===== config.mk =====
export PLATFORM = sky130hd
export DESIGN_NAME = pigr_ctrl
export DESIGN_NICKNAME = d
export VERILOG_FILES = /design/src/rtl/pigr_pkg.sv /design/src/rtl/pigr_ctrl.sv
export SDC_FILE = /design/constraint.sdc
export NUM_CORES = 1
export LEC_CHECK = 0
export BUFFER_PORTS_ARGS = -buffer_cell sky130_fd_sc_hd__buf_2
export CAP_MARGIN = 15
export CELL_PAD_IN_SITES_DETAIL_PLACEMENT = 0
export CELL_PAD_IN_SITES_GLOBAL_PLACEMENT = 2
export CORE_MARGIN = 2
export CORE_UTILIZATION = 25
export DETAILED_ROUTE_END_ITERATION = 16
export PLACE_DENSITY = 0.8
export SYNTH_ARGS = -nofsm -noshare
export SYNTH_HDL_FRONTEND = slang
export SYNTH_SLANG_ARGS = --single-unit
export TNS_END_PERCENT = 5

===== constraint.sdc =====
create_clock -name aclk -period 1.4 [get_ports aclk]
set_clock_uncertainty 0.05 [all_clocks]
set_input_delay 0.07 -clock aclk [delete_from_list [all_inputs] [get_ports aclk]]
set_output_delay 0.07 -clock aclk [all_outputs]
set_load 0.02 [all_outputs]

===== src/rtl/pigr_pkg.sv =====
// Package for the pose innovation gate with relock.
// Holds the configuration record, the controller command and status records
// and the register index codes. It depends on nothing else.
package pigr_pkg;

    localparam int POS_W   = 24;
    localparam int ANG_W   = 16;
    localparam int TIME_W  = 32;
    localparam int GATE_W  = 16;
    localparam int IN_DATA_W  = 160;
    localparam int OUT_DATA_W = 8;
    localparam int APB_ADDR_W = 5;
    localparam int APB_DATA_W = 32;

    typedef enum logic [2:0] {
        REG_GATE_ENABLE   = 3'd0,
        REG_XY_GATE_BASE  = 3'd1,
        REG_YAW_GATE_BASE = 3'd2,
        REG_XY_GROWTH     = 3'd3,
        REG_YAW_GROWTH    = 3'd4,
        REG_XY_GATE_MAX   = 3'd5,
        REG_YAW_GATE_MAX  = 3'd6,
        REG_RELOCK_TIME   = 3'd7
    } reg_idx_t;

    typedef struct packed {
        logic        gate_enable;
        logic [15:0] xy_gate_base;
        logic [14:0] yaw_gate_base;
        logic [15:0] xy_growth;
        logic [14:0] yaw_growth;
        logic [15:0] xy_gate_max;
        logic [14:0] yaw_gate_max;
        logic [23:0] relock_time;
    } cfg_t;

    typedef struct packed {
        logic load;
        logic diff;
        logic mult;
        logic gate;
        logic square;
        logic decide;
    } cmd_t;

    typedef struct packed {
        logic out_busy;
    } sts_t;

endpackage


===== src/rtl/pigr_ctrl.sv =====
// Controller state machine of the pose innovation gate.
// Steps the datapath through its stages one request at a time.
// Depends on pigr_pkg.
module pigr_ctrl (
    input  logic          aclk,
    input  logic          aresetn,
    input  logic          s_tvalid,
    output logic          s_tready,
    input  pigr_pkg::sts_t sts,
    output pigr_pkg::cmd_t cmd
);

    typedef enum logic [5:0] {
        ST_IDLE   = 6'b000001,
        ST_DIFF   = 6'b000010,
        ST_MULT   = 6'b000100,
        ST_GATE   = 6'b001000,
        ST_SQUARE = 6'b010000,
        ST_DECIDE = 6'b100000
    } state_t;

    state_t state_reg;
    state_t state_next;

    always_comb begin
        state_next = state_reg;
        cmd        = '0;
        case (state_reg)
            ST_IDLE: begin
                if (s_tvalid) begin
                    cmd.load   = 1'b1;
                    state_next = ST_DIFF;
                end
            end
            ST_DIFF: begin
                cmd.diff   = 1'b1;
                state_next = ST_MULT;
            end
            ST_MULT: begin
                cmd.mult   = 1'b1;
                state_next = ST_GATE;
            end
            ST_GATE: begin
                cmd.gate   = 1'b1;
                state_next = ST_SQUARE;
            end
            ST_SQUARE: begin
                cmd.square = 1'b1;
                state_next = ST_DECIDE;
            end
            ST_DECIDE: begin
                if (!sts.out_busy) begin
                    cmd.decide = 1'b1;
                    state_next = ST_IDLE;
                end
            end
            default: begin
                state_next = ST_IDLE;
            end
        endcase
    end

    assign s_tready = (state_reg == ST_IDLE);

    always_ff @(posedge aclk) begin
        if (!aresetn) begin
            state_reg <= ST_IDLE;
        end else begin
            state_reg <= state_next;
        end
    end

endmodule


# ---- Yosys cells after proc, flatten, opt, wreduce, memory -nomap -nowiden
# Index checks and enable logic that the tools add are counted.
dict set report word_totals {
  reg_bits 6
  input_bits 4
  out_inout_bits 7
  elab_cells 21
}
dict set report op_classes {
  n_eq_ne 8
  mux 11
  n_reduce_logical 1
}
# cell n
set ops {}
lappend ops {{$pmux 6 s6} 1}
lappend ops {{$mux 6} 2}
lappend ops {{$mux 1} 8}
lappend ops {{$eq 6x1->1 const B} 1}
lappend ops {{$eq 6x2->1 const B} 1}
lappend ops {{$eq 6x3->1 const B} 1}
lappend ops {{$eq 6x4->1 const B} 1}
lappend ops {{$eq 6x5->1 const B} 1}
lappend ops {{$eq 6x6->1 const B} 1}
lappend ops {{$ne 2x2->1 const B} 2}
lappend ops {{$reduce_and 2->1} 1}

# ---- Depth between registers and ports, before layout
dict set report depth {
  ltp_word 3
  depth_mapped 5
  ltp_nobuf 4
}

# ---- Worst setup path after synthesis
# No wires, ideal clock.
dict set report synth_timing {
  path_type {register to output}
  startpoint {reg state_reg[1]}
  endpoint {out cmd[5] (netlist name)}
  arrival_time_ns 1.150
  required_time_ns 1.280
  slack_ns 0.130
  stages_incl_launch_ff 4
  path_buffers 0
  path_cell_list {dfxtp_1 > nor3_2 > and3_1 > and2_1}
}
# element line
set synth_lines {}
lappend synth_lines {{from (decl)} pigr_ctrl.sv:22} ;# state_t state_reg;
lappend synth_lines {{from (signal assigned)} pigr_ctrl.sv:69} ;# state_reg <= state_next;
lappend synth_lines {{to (decl)} pigr_ctrl.sv:10} ;# output pigr_pkg::cmd_t cmd

==> reports/metrics.json <==
{
  "ctsHoldBuffers": {"value": 0},
  "cp_data_arrival_time": {"value": 1.26, "unit": "ns"},
  "synth_warnings": {"value": 0},
  "grt_first_pass_wirelength": {"value": 1390, "unit": "um"},
  "dieArea": {"value": 1710, "unit": "um2"},
  "postPlaceCellArea": {"value": 428, "unit": "um2"},
  "fmax": {"value": 0.726, "unit": "GHz"},
  "routed_via_density": {"value": 4.90},
  "max-vdd-ir-drop": {"value": 810, "unit": "uV"},
  "final.period_utilization": {"value": 98.4, "unit": "%"},
  "replace_congestion": {"value": 0.794},
  "power.sequential.fraction": {"value": 30.4, "unit": "%"},
  "net-switching-power": {"value": 0.000308, "unit": "W"},
  "cts_buffers": {"value": 3},
  "num_vias": {"value": 353},
  "placement_rows": {"value": 13},
  "largest_register_ffs": {"value": 6},
  "initial_antenna_violation_count": {"value": 0},
  "timing.critical_path.to_type": {"value": "output port"},
  "clk_root_buffer_cell": {"value": "sky130_fd_sc_hd__clkbuf_4"},
  "drcViolationCount": {"value": 0},
  "min-delay-path-class": {"value": "input pin to flip-flop"},
  "hold_path_depth": {"value": 2},
  "worst_skew_pair.late_latency": {"value": 0.24, "unit": "ns"},
  "postSynthRegisterBits": {"value": 6},
  "netlist_area": {"value": 348, "unit": "um2"},
  "die_height": {"value": 41.3, "unit": "um"},
  "share_comb_of_total_power": {"value": 51.6, "unit": "%"},
  "report.power.total": {"value": 0.000868, "unit": "W"},
  "drtIter0Drc": {"value": 1},
  "rr_endpoint": {"value": "state_reg[0]$_SDFFE_PN1P_"},
  "synthDistinctLibCells": {"value": 21},
  "vias_in_the_first_global_route": {"value": 353},
  "min_delay_worst_endpoint": {"value": "state_reg[0]$_SDFFE_PN1P_"},
  "netlist.area_leader.share": {"value": 34.5, "unit": "%"},
  "numClockSinks": {"value": 6},
  "layout-drive-gt1-share": {"value": 56.1, "unit": "%"},
  "power_density": {"value": 1600, "unit": "nW/um2"},
  "start_point_of_the_worst_hold_path": {"value": "aresetn"},
  "core-area": {"value": 1300, "unit": "um2"},
  "regToRegStartpoint": {"value": "state_reg[1]$_SDFFE_PN0P_"},
  "detailroute.wirelength.met2": {"value": 482, "unit": "um"},
  "design.portCount": {"value": 11},
  "detail_route.wirelength.met1": {"value": 352, "unit": "um"},
  "worst-slew-pin-transition": {"value": 0.193, "unit": "ns"},
  "pwr-share-clk": {"value": 18.0, "unit": "%"},
  "synth_top_cell_by_area": {"value": "sky130_fd_sc_hd__dfxtp_1"},
  "maxcap_viol_count": {"value": 0},
  "bufs_on_longest_clock_path": {"value": 2},
  "r2r_setup_slack": {"value": 0.07, "unit": "ns"},
  "run_status": {"value": "finished, final reports clean"},
  "cts.htree.levels": {"value": 1},
  "io_buffer_count": {"value": 10},
  "route.met3.wl": {"value": 44, "unit": "um"},
  "clkTransAtPathRegs": {"value": 0.04, "unit": "ns"},
  "critPathMaxFanout": {"value": 4},
  "cts_tree": {"value": "done"},
  "sequential_area": {"value": 133, "unit": "um2"},
  "synth.yosys.seq_area_share": {"value": 34.5, "unit": "%"},
  "filler_cell_count": {"value": 133},
  "ff2ff_path_depth": {"value": 5},
  "p_int": {"value": 0.000560, "unit": "W"},
  "largest_net_degree_at_the_start_of_global_routing": {"value": 8},
  "die_w": {"value": 41.3, "unit": "um"},
  "initial_cell_density_of_the_core": {"value": 26.7, "unit": "%"},
  "setup_viol_count_final": {"value": 0},
  "layout_min_cycle_time": {"value": 1.38, "unit": "ns"},
  "leakage": {"value": 0.237, "unit": "nW"},
  "critPathRequiredTime": {"value": 1.28, "unit": "ns"},
  "yosys-top-cells-area": {"value": "sky130_fd_sc_hd__dfxtp_1 (35%), sky130_fd_sc_hd__nor2_1 (8.6%), sky130_fd_sc_hd__and3_1 (7.2%)"},
  "layout.cell_area.non_filler": {"value": 542, "unit": "um2"},
  "grt_remaining_overflow": {"value": 0},
  "drt-total-wl": {"value": 884, "unit": "um"},
  "timing.final.hold_violations": {"value": 0},
  "synth.avg_cell_area": {"value": 8.70, "unit": "um2"},
  "slew_headroom": {"value": 87.1, "unit": "%"},
  "postSynthCellCount": {"value": 40},
  "net_switching_fraction_of_the_power": {"value": 35.5, "unit": "%"},
  "routed.top_layer": {"value": "met4"},
  "timing_worst_setup_path_type": {"value": "flip-flop to output port"},
  "multi_input_area": {"value": 254, "unit": "um2"},
  "grt_setup_unrepaired": {"value": "yes"},
  "drt_pass1_iterations": {"value": 2},
  "postRouteAntennaNets": {"value": 0},
  "timing.final.max_slew_violations": {"value": 0},
  "antenna-diode-count": {"value": 0},
  "postSynthNetCount": {"value": 44},
  "design.final.nets": {"value": 63},
  "critical_path.startpoint_type": {"value": "flip-flop"},
  "grt_util_overall": {"value": 13.2, "unit": "%"},
  "drt-wirelength-per-cell": {"value": 12.3, "unit": "um"},
  "syn2layout_area_growth": {"value": 55.8, "unit": "%"}
}
[critical path: stages (launching register included)]
cell and delay [ns]:
sky130_fd_sc_hd__dfxtp_2 0.34, sky130_fd_sc_hd__nor3_4 0.22, sky130_fd_sc_hd__and3_4 0.22, sky130_fd_sc_hd__and2_4 0.14, sky130_fd_sc_hd__buf_6 0.11
[kinds of logic (layout without fill, tap and decap cells)]
| kind of cell | after synthesis | count (layout) | share of synthesized area [%] |
|---|---|---|---|
| buf+inv | 1 | 18 | 3.24 |
| compound gates | 5 | 5 | 12.6 |
| flops | 6 | 6 | 34.5 |
| simple gates | 28 | 28 | 49.6 |
[worst max-delay path by stage]
stage | from | endpoint | slack, ns
floorplan | state_reg[1]$_SDFFE_PN0P_ | cmd[5] | 0.13
CTS | state_reg[3]$_SDFFE_PN0P_ | cmd[5] | -0.01
finish | state_reg[1]$_SDFFE_PN0P_ | cmd[5] | 0.02
global route | state_reg[4]$_SDFFE_PN0P_ | cmd[4] | -0.04
global placement | state_reg[0]$_SDFFE_PN1P_ | state_reg[0]$_SDFFE_PN1P_ | 0.11
detailed placement | state_reg[0]$_SDFFE_PN1P_ | state_reg[0]$_SDFFE_PN1P_ | 0.07
[routing by layer]
layer / vias up / GRT usage [%]
met5: - / 0
met3: 2 / 2.13
met4: 0 / 10.5
met1: 163 / 13.6
li1: 181 / -
met2: 7 / 23.4
[layout by cell type (no fill, tap or decap), types with 3 or more instances in the layout]
cell type / Yosys / final
sky130_fd_sc_hd__buf_2: 0 / 4
sky130_fd_sc_hd__nand2b_1: 3 / 3
sky130_fd_sc_hd__clkbuf_4: 0 / 3
sky130_fd_sc_hd__buf_4: 0 / 8
sky130_fd_sc_hd__buf_6: 1 / 3
sky130_fd_sc_hd__dfxtp_2: 0 / 4
sky130_fd_sc_hd__nor2_1: 8 / 7
[synth_stat cells]
| cell | n |
|---|---|
| sky130_fd_sc_hd__nand2_1 | 1 |
| sky130_fd_sc_hd__nand4b_1 | 1 |
| sky130_fd_sc_hd__nor2b_1 | 1 |
| sky130_fd_sc_hd__and2_1 | 2 |
| sky130_fd_sc_hd__dfxtp_1 | 6 |
| sky130_fd_sc_hd__o21ai_0 | 2 |
| sky130_fd_sc_hd__a41oi_2 | 1 |
| sky130_fd_sc_hd__and4b_1 | 1 |
| sky130_fd_sc_hd__nor3_2 | 1 |
| sky130_fd_sc_hd__a211o_1 | 1 |
| sky130_fd_sc_hd__and4_4 | 1 |
| sky130_fd_sc_hd__nand2b_1 | 3 |
| sky130_fd_sc_hd__nor3b_1 | 1 |
| sky130_fd_sc_hd__and2b_1 | 1 |
| sky130_fd_sc_hd__nand3b_1 | 1 |
| sky130_fd_sc_hd__and3_1 | 4 |
| sky130_fd_sc_hd__buf_6 | 1 |
| sky130_fd_sc_hd__o31a_1 | 1 |
| sky130_fd_sc_hd__and3b_1 | 1 |
| sky130_fd_sc_hd__nor3_1 | 1 |
| sky130_fd_sc_hd__nor2_1 | 8 |
[power by group through the flow]
| stage | Clock [W] | Combinational (W) | Sequential (W) |
|---|---|---|---|
| after detailed placement | 0 | 0.000344 | 0.000237 |
| after floorplan | 0 | 0.000264 | 0.000222 |
| after global placement | 0 | 0.000346 | 0.000237 |
| after global routing | 0.000168 | 0.000492 | 0.000268 |
| final | 0.000156 | 0.000448 | 0.000263 |
| after CTS | 0.000164 | 0.000387 | 0.000243 |
[final cells by class]
class	count	share of cell area, %
repair buffers	15	21.0
clock buffers	3	4.16
flip-flops and latches	6	24.5
well taps	15	3.46
multi-input cells	33	46.9
[metrics by stage]
stage,cells,TNS [ns],utilization (%),hold slack (ns),setup slack (ns)
global route,72,-0.110,41.6,0.0685,-0.0413
CTS,71,-0.0107,37.7,0.0454,-0.0107
global placement,67,0,32.9,0.292,0.114
floorplan,40,0,-,0.131,0.130
detailed placement,67,0,32.9,0.299,0.0716
finish,72,0,41.6,0.0539,0.0230
[repair_timing]
action | in CTS | in global routing
cloned | 0 | 0
setup buffers | 1 | 1
setup endpoints to repair | 6 | 7
pin swaps | 2 | 5
resized for setup | 10 | 15
No activity file was read; power rests on OpenSTA's default activity.
